File: src/hw/rtl/mft_record_fixup_core_macros.svh
// Assertion helpers shared by the fixup RTL.
`ifndef MFT_RECORD_FIXUP_CORE_MACROS_SVH
`define MFT_RECORD_FIXUP_CORE_MACROS_SVH

// Same-cycle implication, disabled while reset is asserted.
`define MFT_ASSERT_IMPL(label, clk, rst_n, ante, cons) \
    label: assert property (@(posedge clk) disable iff (!rst_n) (ante) |-> (cons)) \
        else $error("mft_record_fixup: assertion failed");

// Next-cycle implication, disabled while reset is asserted.
`define MFT_ASSERT_NEXT(label, clk, rst_n, ante, cons) \
    label: assert property (@(posedge clk) disable iff (!rst_n) (ante) |=> (cons)) \
        else $error("mft_record_fixup: assertion failed");

`endif

File: src/hw/rtl/mft_pkg.sv
`default_nettype none

package mft_pkg;

    // Record signature "FILE" as two little-endian words
    localparam logic [15:0] SIG_LO = 16'h4946;
    localparam logic [15:0] SIG_HI = 16'h454C;

    localparam logic [12:0] SECTOR_BYTES_RESET = 13'd512;

    typedef enum logic [1:0] {
        ST_OK         = 2'd0,
        ST_NO_SIG     = 2'd1,
        ST_MISMATCH   = 2'd2,
        ST_BAD_LAYOUT = 2'd3
    } t_status;

    typedef struct packed {
        logic [15:0] data;
        logic        last;
    } t_word;

    // log2 of the highest power of two in the register, clamped to 8..12
    function automatic logic [3:0] sector_shift(input logic [12:0] bytes);
        logic [3:0] s;
        begin
            s = 4'd8;
            if (bytes >= 13'd512)  s = 4'd9;
            if (bytes >= 13'd1024) s = 4'd10;
            if (bytes >= 13'd2048) s = 4'd11;
            if (bytes >= 13'd4096) s = 4'd12;
            return s;
        end
    endfunction

endpackage

`default_nettype wire

File: src/hw/rtl/mft_entry_store.sv
`default_nettype none

module mft_entry_store #(
    parameter int MAX_FIXUPS = 16,
    localparam int IW = $clog2(MAX_FIXUPS)
) (
    input  wire logic          i_clk,
    input  wire logic          i_wr_en,
    input  wire logic [IW-1:0] i_wr_idx,
    input  wire logic [15:0]   i_wr_data,
    input  wire logic [IW-1:0] i_rd_idx,
    output logic      [15:0]   o_rd_data
);

    // entry 0 is the sequence value, kept in the controller
    logic [15:0] r_entry [MAX_FIXUPS];

    always_ff @(posedge i_clk) begin
        if (i_wr_en) begin
            r_entry[i_wr_idx] <= i_wr_data;
        end
    end

    assign o_rd_data = r_entry[i_rd_idx];

endmodule

`default_nettype wire

File: src/hw/rtl/mft_in_stage.sv
`default_nettype none

module mft_in_stage (
    input  wire logic          i_clk,
    input  wire logic          i_rst_n,
    input  wire logic          i_valid,
    input  wire mft_pkg::t_word i_word,
    output logic               o_stall,
    input  wire logic          i_take,
    output logic               o_valid,
    output mft_pkg::t_word     o_word
);

    logic           r_valid;
    mft_pkg::t_word r_word;
    logic           load;

    assign o_stall = r_valid && !i_take;
    assign load    = i_valid && !o_stall;

    always_ff @(posedge i_clk) begin
        if (!i_rst_n) begin
            r_valid <= 1'b0;
        end else if (load) begin
            r_valid <= 1'b1;
        end else if (i_take) begin
            r_valid <= 1'b0;
        end
    end

    always_ff @(posedge i_clk) begin
        if (load) begin
            r_word <= i_word;
        end
    end

    assign o_valid = r_valid;
    assign o_word  = r_word;

endmodule

`default_nettype wire

File: src/hw/rtl/mft_fixup_ctl.sv
`default_nettype none

`include "mft_record_fixup_core_macros.svh"

module mft_fixup_ctl #(
    parameter int MAX_FIXUPS = 16,
    parameter int MAX_RECORD_WORDS = 2048,
    localparam int IW = $clog2(MAX_FIXUPS),
    localparam int PW = $clog2(MAX_RECORD_WORDS + 1)
) (
    input  wire logic           i_clk,
    input  wire logic           i_rst_n,
    input  wire logic           i_en,
    input  wire mft_pkg::t_word i_word,
    input  wire logic [3:0]     i_shift,
    input  wire logic [15:0]    i_rd_data,
    output logic                o_wr_en,
    output logic [IW-1:0]       o_wr_idx,
    output logic [15:0]         o_wr_data,
    output logic [IW-1:0]       o_rd_idx,
    output logic [15:0]         o_fixed_word,
    output mft_pkg::t_status    o_status
);

    logic [PW-1:0]    r_pos, n_pos;
    logic [15:0]      r_off, n_off;
    logic [15:0]      r_cnt, n_cnt;
    logic [15:0]      r_seq, n_seq;
    mft_pkg::t_status r_err, n_err;

    logic [15:0] p16, p1_16, half_mask, k16, cap_idx16, entry_eff;
    logic [17:0] lay_sum, lay_lim;
    logic        in_range, cap_wr, sec_end;

    assign in_range  = r_pos < PW'(MAX_RECORD_WORDS);
    assign p16       = 16'(r_pos);
    assign p1_16     = p16 + 16'd1;
    // a sector spans 2^(shift-1) words
    assign half_mask = (16'd1 << (i_shift - 4'd1)) - 16'd1;
    assign k16       = p1_16 >> (i_shift - 4'd1);
    assign cap_idx16 = p16 - {1'b0, r_off[15:1]};
    assign lay_sum   = {2'b00, r_off} + {1'b0, i_word.data, 1'b0};
    assign lay_lim   = (18'd1 << i_shift) - 18'd2;
    assign o_rd_idx  = k16[IW-1:0];

    always_comb begin
        n_pos        = r_pos;
        n_off        = r_off;
        n_cnt        = r_cnt;
        n_seq        = r_seq;
        n_err        = r_err;
        cap_wr       = 1'b0;
        sec_end      = 1'b0;
        entry_eff    = i_rd_data;
        o_fixed_word = i_word.data;
        o_status     = mft_pkg::ST_OK;
        if (in_range) begin
            if (r_pos == PW'(0)) begin
                n_seq = i_word.data;
            end else if (r_pos == PW'(1)) begin
                if (r_err == mft_pkg::ST_OK &&
                    (r_seq != mft_pkg::SIG_LO || i_word.data != mft_pkg::SIG_HI)) begin
                    n_err = mft_pkg::ST_NO_SIG;
                end
                n_seq = 16'd0;
            end else if (r_pos == PW'(2)) begin
                n_off = i_word.data;
            end else if (r_pos == PW'(3)) begin
                n_cnt = i_word.data;
                if (r_err == mft_pkg::ST_OK) begin
                    if (i_word.data > 16'(MAX_FIXUPS)) begin
                        n_err = mft_pkg::ST_BAD_LAYOUT;
                    end else if (i_word.data >= 16'd2 &&
                                 (r_off[0] || r_off < 16'd8 || lay_sum > lay_lim)) begin
                        n_err = mft_pkg::ST_BAD_LAYOUT;
                    end
                end
            end else if (r_err == mft_pkg::ST_OK && r_cnt >= 16'd2 &&
                         p16 >= {1'b0, r_off[15:1]}) begin
                // offset is even and past the header here
                if (cap_idx16 < r_cnt && cap_idx16 < 16'(MAX_FIXUPS)) begin
                    if (cap_idx16 == 16'd0) begin
                        n_seq = i_word.data;
                    end else begin
                        cap_wr = 1'b1;
                    end
                end
            end

            // forward a capture of the same entry in this word
            if (cap_wr && cap_idx16[IW-1:0] == k16[IW-1:0]) begin
                entry_eff = i_word.data;
            end

            sec_end = (p1_16 & half_mask) == 16'd0;
            if (sec_end && n_err == mft_pkg::ST_OK && k16 < n_cnt &&
                k16 < 16'(MAX_FIXUPS)) begin
                if (i_word.data != n_seq) begin
                    n_err = mft_pkg::ST_MISMATCH;
                end else begin
                    o_fixed_word = entry_eff;
                end
            end
            n_pos = r_pos + PW'(1);
        end

        if (i_word.last) begin
            if (r_pos == PW'(0)) begin
                o_status = mft_pkg::ST_NO_SIG;
            end else if (r_pos < PW'(3) && n_err == mft_pkg::ST_OK) begin
                o_status = mft_pkg::ST_BAD_LAYOUT;
            end else begin
                o_status = n_err;
            end
            n_pos = '0;
            n_off = 16'd0;
            n_cnt = 16'd0;
            n_seq = 16'd0;
            n_err = mft_pkg::ST_OK;
        end
    end

    assign o_wr_en   = i_en && cap_wr;
    assign o_wr_idx  = cap_idx16[IW-1:0];
    assign o_wr_data = i_word.data;

    always_ff @(posedge i_clk) begin
        if (!i_rst_n) begin
            r_pos <= '0;
            r_off <= 16'd0;
            r_cnt <= 16'd0;
            r_seq <= 16'd0;
            r_err <= mft_pkg::ST_OK;
        end else if (i_en) begin
            r_pos <= n_pos;
            r_off <= n_off;
            r_cnt <= n_cnt;
            r_seq <= n_seq;
            r_err <= n_err;
        end
    end

    `MFT_ASSERT_IMPL(a_pos_bound, i_clk, i_rst_n, 1'b1, r_pos <= PW'(MAX_RECORD_WORDS))
    `MFT_ASSERT_NEXT(a_last_clears, i_clk, i_rst_n, i_en && i_word.last, r_pos == '0 && r_err == mft_pkg::ST_OK)
    `MFT_ASSERT_IMPL(a_fix_at_trailer, i_clk, i_rst_n, i_en && o_fixed_word != i_word.data, sec_end && r_err == mft_pkg::ST_OK)

endmodule

`default_nettype wire

File: src/hw/rtl/mft_record_fixup_core.sv
// Path: a word accepted into the input register goes through one combinational
// pass into the result register, which drives the outputs.
// Throughput: one word per cycle; the input stalls only while both registers
// hold a word and the output is stalled.
// Reset (i_rst_n, synchronous, active low): empties both registers, clears the
// record state and sets sector_bytes to 512; the fixup array is not cleared.
`default_nettype none

`include "mft_record_fixup_core_macros.svh"

module mft_record_fixup_core #(
    parameter int MAX_FIXUPS = 16,
    parameter int MAX_RECORD_WORDS = 2048
) (
    input  wire logic        i_clk,
    input  wire logic        i_rst_n,
    // record words in
    input  wire logic        i_in_valid,
    output logic             o_in_stall,
    input  wire logic [15:0] i_data_word,
    input  wire logic        i_last_word,
    // fixed words out
    output logic             o_out_valid,
    input  wire logic        i_out_stall,
    output logic [15:0]      o_fixed_word,
    output logic             o_end_of_record,
    output logic [1:0]       o_record_status,
    // sector size register
    input  wire logic        i_cfg_valid,
    output logic             o_cfg_ready,
    input  wire logic [12:0] i_cfg_sector_bytes
);

    localparam int IW = $clog2(MAX_FIXUPS);

    // Configuration: sector size in bytes, only its highest set bit counts.
    logic [12:0] r_sector_bytes;
    logic [3:0]  sec_shift;

    assign o_cfg_ready = 1'b1;
    assign sec_shift   = mft_pkg::sector_shift(r_sector_bytes);

    always_ff @(posedge i_clk) begin
        if (!i_rst_n) begin
            r_sector_bytes <= mft_pkg::SECTOR_BYTES_RESET;
        end else if (i_cfg_valid && o_cfg_ready) begin
            r_sector_bytes <= i_cfg_sector_bytes;
        end
    end

    // Input register. It moves on whenever the result register can take
    // a word; with a result waiting downstream it holds one more word and
    // then stalls the input.
    mft_pkg::t_word in_word, s1_word;
    logic           s1_valid, out_free, adv;

    assign in_word.data = i_data_word;
    assign in_word.last = i_last_word;
    assign out_free     = !o_out_valid || !i_out_stall;
    assign adv          = s1_valid && out_free;

    mft_in_stage u_in_stage (
        .i_clk   (i_clk),
        .i_rst_n (i_rst_n),
        .i_valid (i_in_valid),
        .i_word  (in_word),
        .o_stall (o_in_stall),
        .i_take  (out_free),
        .o_valid (s1_valid),
        .o_word  (s1_word)
    );

    // Record walk: header decode, array capture and trailer check/replace.
    logic             wr_en;
    logic [IW-1:0]    wr_idx, rd_idx;
    logic [15:0]      wr_data, rd_data, fixed_word;
    mft_pkg::t_status status;

    mft_fixup_ctl #(
        .MAX_FIXUPS       (MAX_FIXUPS),
        .MAX_RECORD_WORDS (MAX_RECORD_WORDS)
    ) u_fixup_ctl (
        .i_clk        (i_clk),
        .i_rst_n      (i_rst_n),
        .i_en         (adv),
        .i_word       (s1_word),
        .i_shift      (sec_shift),
        .i_rd_data    (rd_data),
        .o_wr_en      (wr_en),
        .o_wr_idx     (wr_idx),
        .o_wr_data    (wr_data),
        .o_rd_idx     (rd_idx),
        .o_fixed_word (fixed_word),
        .o_status     (status)
    );

    // Update sequence array entries 1..count-1.
    mft_entry_store #(
        .MAX_FIXUPS (MAX_FIXUPS)
    ) u_entry_store (
        .i_clk     (i_clk),
        .i_wr_en   (wr_en),
        .i_wr_idx  (wr_idx),
        .i_wr_data (wr_data),
        .i_rd_idx  (rd_idx),
        .o_rd_data (rd_data)
    );

    // Result register.
    logic             r_out_valid;
    logic [15:0]      r_fixed_word;
    logic             r_end_of_record;
    mft_pkg::t_status r_status;
    logic             mid_record_out;

    always_ff @(posedge i_clk) begin
        if (!i_rst_n) begin
            r_out_valid <= 1'b0;
        end else if (adv) begin
            r_out_valid <= 1'b1;
        end else if (!i_out_stall) begin
            r_out_valid <= 1'b0;
        end
    end

    always_ff @(posedge i_clk) begin
        if (adv) begin
            r_fixed_word    <= fixed_word;
            r_end_of_record <= s1_word.last;
            r_status        <= status;
        end
    end

    assign o_out_valid     = r_out_valid;
    assign o_fixed_word    = r_fixed_word;
    assign o_end_of_record = r_end_of_record;
    assign o_record_status = r_status;

    assign mid_record_out  = o_out_valid && !o_end_of_record;

    `MFT_ASSERT_IMPL(a_stall_needs_word, i_clk, i_rst_n, o_in_stall, s1_valid && o_out_valid)
    `MFT_ASSERT_NEXT(a_adv_gives_result, i_clk, i_rst_n, adv, o_out_valid)
    `MFT_ASSERT_IMPL(a_status_at_end, i_clk, i_rst_n, mid_record_out, r_status == mft_pkg::ST_OK)

endmodule

`default_nettype wire
File: config.mk
export PLATFORM = sky130hd
export DESIGN_NAME = mft_record_fixup_core
export DESIGN_NICKNAME = d
export VERILOG_FILES = /design/src/hw/rtl/mft_pkg.sv /design/src/hw/rtl/mft_entry_store.sv /design/src/hw/rtl/mft_in_stage.sv /design/src/hw/rtl/mft_fixup_ctl.sv /design/src/hw/rtl/mft_record_fixup_core.sv
export VERILOG_INCLUDE_DIRS = /design/src /design/src/hw/rtl
export SDC_FILE = /design/constraint.sdc
export NUM_CORES = 1
export LEC_CHECK = 0
export ABC_AREA = 1
export BUFFER_PORTS_ARGS = -buffer_cell sky130_fd_sc_hd__buf_2
export CAP_MARGIN = 0
export CORE_MARGIN = 8
export CORE_UTILIZATION = 45
export CTS_BUF_LIST = sky130_fd_sc_hd__clkbuf_8
export CTS_CLUSTER_DIAMETER = 40
export DETAILED_ROUTE_END_ITERATION = 10
export PLACE_DENSITY_LB_ADDON = 0.15
export SLEW_MARGIN = 30
export SYNTH_ARGS = -nofsm -noshare
export SYNTH_HDL_FRONTEND = slang
export SYNTH_SLANG_ARGS = --single-unit
File: constraint.sdc
create_clock -name i_clk -period 4.6 [get_ports i_clk]
set_clock_uncertainty 0.1 [all_clocks]
set_input_delay 0.92 -clock i_clk [delete_from_list [all_inputs] [get_ports i_clk]]
set_output_delay 0.92 -clock i_clk [all_outputs]
set_load 0.05 [all_outputs]
==> qor.csv <==
stage,metric,value,unit
timing,fin worst setup slack,-0.108,ns
synthesis,"Seq/Total Area, Yosys",0.552,
floorplanning,# rows,74,
worst_hold_path,Min-Delay Path Class,in2reg,
global_routing,"Remaining Overflow, GRT",0,
worst_setup_path,"reg-to-reg slack, setup",-0.11,ns
pwr,leakage,9.11,nW
synthesis,Synth top area share,0.478,
worst_setup_path,Startpoint Class,flip-flop,
clock_tree,clock slew at reported path FFs,0.06,ns
place,Post-DP HPWL,35600,um
timing,Final period util,1.02,
worst_setup_path,worst r2r src,u_in_stage.o_word[1],
timing,fin crit period,4.71,ns
global_routing,antenna violations before repair,1,
final_layout,layout cells sized above 1,0.183,
floorplanning,Die H,218,um
final_layout,# diodes,0,
pwr,switching pwr,2.04,mW
clock_tree,clk sink count,360,
global_routing,GRT Util Overall,0.231,
worst_setup_path,crit-path max FO,6,
synthesis,YS warnings,0,
floorplanning,Initial Utilization,0.453,
drt,vias,15300,
drt,DR pass1 iterations,5,
synthesis,Seq cells post-synth,360,
synthesis,syn avg cell area,9.13,sq um
worst_setup_path,reg2reg path depth,34,
worst_setup_path,R2R Path End,o_fixed_word[4],
floorplanning,core area,40600,sq um
synthesis,"top cells by area, synth","edfxtp_1 (48%), nand2_1 (7.8%), dfxtp_1 (7.4%)",
clock_tree,Skew-Pair Late Insertion Delay,0.63,ns
timing,setup TNS,-1.10,ns
synthesis,asr flop ratio synth,0,
pwr,logic gate share of total power,0.123,
global_routing,vias in the first global route,15000,
status,failing checks,setup timing,
pwr,Peak VDD IR,0.191,mV
floorplanning,I/O Pins,57,
synthesis,most frequent cells after synthesis,"nand2_1 (381), edfxtp_1 (292), nor2_1 (282)",
floorplanning,die width,218,um
drt,DR iter-0 viols,1196,
pwr,power share of the clock group,0.390,
flow_run,max-cap violations,0,
pwr,internal power,5.32,mW
worst_setup_path,WP data arrival,4.97,ns
clock_tree,CTS Hold Buffers Added,0,
floorplanning,die area,47500,sq um
synthesis,Post-synth EDFFs,292,
worst_setup_path,CP Launch Point,u_in_stage.o_word[1],
synthesis,Gate Count Post-Synth,2010,
pwr,Reg power frac,0.486,
pwr,Switching Share,0.277,
timing,Final Max Tran Viols,0,
drt,final WL,56200,um
timing,Fmax,212,MHz
place,GP Congestion,0.912,
final_layout,# nets final,2334,
worst_setup_path,CP required,4.86,ns
clock_tree,root buffer cell,clkbuf_8,
drt,antenna-violating nets left,0,
timing,Slew @ Worst Pin,1.29,ns
clock_tree,CTS Buf Count,67,
drt,wire length per cell,20.0,um
timing,RSZ-0062 raised after global routing,yes,
clock_tree,TritonCTS clock tree,yes,
worst_setup_path,CP max stage cell,edfxtp_1,
worst_setup_path,Worst Setup Path Type,reg2reg,
final_layout,Non-Filler Instances,2810,
clock_tree,H-tree depth,3,
place,I/O Buffers,46,
synthesis,Synth Cell Area,18400,sq um
synthesis,cell taking the most area after synthesis,edfxtp_1,
synthesis,Most used DFF post-synth,edfxtp_1,
global_routing,first-pass GRT wire length,84600,um
synthesis,most frequent cell after synthesis,nand2_1,
worst_setup_path,CP Capture Type,flip-flop,
worst_setup_path,Worst Setup EP,o_fixed_word[4],
place,Placed Cells,2681,
pwr,pwr dens,330,nW/um^2
drt,Vias/cell,5.43,
timing,final number of setup-violating endpoints,16,
timing,final hold violation count,0,
synthesis,Yosys cell types,48,
final_layout,layout overhead on the synthesized area,21.5,%
drt,DRC Markers,0,
clock_tree,CTS Buffer Depth,3,
worst_setup_path,Most Frequent Cell on Critical Path,nand2_1,
global_routing,largest net degree at the start of global routing,105,
worst_setup_path,Max stage delay on crit path,0.42,ns
status,outcome,finished with violations,
timing,Slew HR,0.131,
## cell type report
cell class | instances | area [sq um]
fill | 3730 | 18300
timing repair buffer | 207 | 1800
multi-input combinational | 1375 | 7630
clock buffer | 69 | 950
tap | 532 | 666
clock inverter | 49 | 279
inverter | 218 | 825
sequential | 360 | 10100
## sequential cells by signal, summed over array words and instances, names as in the netlist, 4 cells and up
name	cells
u_fixup_ctl.r_off	16
u_entry_store.r_entry	256
u_fixup_ctl.r_pos	12
u_fixup_ctl.r_seq	16
u_in_stage.o_word	17
r_sector_bytes	4
o_fixed_word	16
u_fixup_ctl.r_cnt	16
## worst min path at each step
stage	endpoint	cells past startpoint	slack [ns]	start
after floorplan	u_fixup_ctl.r_cnt[13]	2	0.35	u_fixup_ctl.r_cnt[13]
after global placement	u_fixup_ctl.r_cnt[13]	2	0.36	u_fixup_ctl.r_cnt[13]
after detailed placement	u_fixup_ctl.r_cnt[13]	2	0.36	u_fixup_ctl.r_cnt[13]
after CTS	u_in_stage.o_word[13]	1	0.33	i_data_word[12]
after global routing	u_in_stage.o_word[15]	1	0.35	i_data_word[14]
final	u_in_stage.o_word[13]	1	0.37	i_data_word[12]
## placed cells by master (no fill, tap or decap), drive strengths merged, types with 45 or more instances in the layout
master  synthesis  final
nand2         390    390
edfxtp        292    292
nor2          289    291
inv           218    238
buf            18    200
o21ai         186    186
nand3         117    117
a21oi          86     86
clkbuf         68     76
ha             68     68
dfxtp          68     68
o221ai         64     64
nand4          45     45
## metal layers
metal,share of wire,up-vias,track usage,wire length [um]
met2,0.47,493,0.383,26600
met1,0.42,7238,0.287,23400
li1,-,7394,-,-
met4,0.053,0,0.129,2970
met3,0.057,132,0.0334,3190
met5,0,-,0,0
## metrics by stage
| step | worst slack [ns] | total power, mW | area, sq um | utilization | hold WS [ns] |
|---|---|---|---|---|---|
| global route | -0.482 | 7.64 | 22300 | 0.550 | 0.351 |
| detailed placement | -0.341 | 4.52 | 20300 | 0.502 | 0.363 |
| floorplan | 0.0212 | 4.19 | 18500 | - | 0.345 |
| CTS | -0.0263 | 7.40 | 21700 | 0.535 | 0.333 |
| global placement | -0.285 | 4.51 | 20300 | 0.502 | 0.356 |
| finish | -0.108 | 7.36 | 22300 | 0.550 | 0.370 |
## kinds of logic after synthesis
logic type / count (synthesis) / synth area share
AOI/OAI and AO/OA: 370 / 0.118
adders and majority gates: 70 / 0.0485
other: 2 / 0.000409
DFF: 360 / 0.552
and+or+nand+nor: 885 / 0.206
xor gates and xnor gates: 19 / 0.00948
buffers and inverters: 304 / 0.0650
## critical path, delay by kind of cell, from the launching register on
| kind | cells | cell delay (ns) |
|---|---|---|
| buffers and inverters | 3 | 0.30 |
| AOI/OAI and AO/OA | 6 | 0.83 |
| and+or+nand+nor | 22 | 1.94 |
| DFF | 1 | 0.42 |
| adders and majority gates | 3 | 0.87 |
## power by group through the flow
stage / clock network [mW] / logic [mW] / registers [mW]
floorplan: 0 / 0.497 / 3.69
global placement: 0 / 0.863 / 3.64
detailed placement: 0 / 0.878 / 3.65
CTS: 2.93 / 0.891 / 3.58
global route: 3.07 / 0.993 / 3.58
finish: 2.87 / 0.908 / 3.58
## what timing repair did
action,4_1_cts,5_1_grt
endpoints found under the setup margin,91,260
gates resized for setup,35,98
pin swaps,6,33
cloned,2,7
buffers inserted,1,1
(Power assumes the default switching activity.)
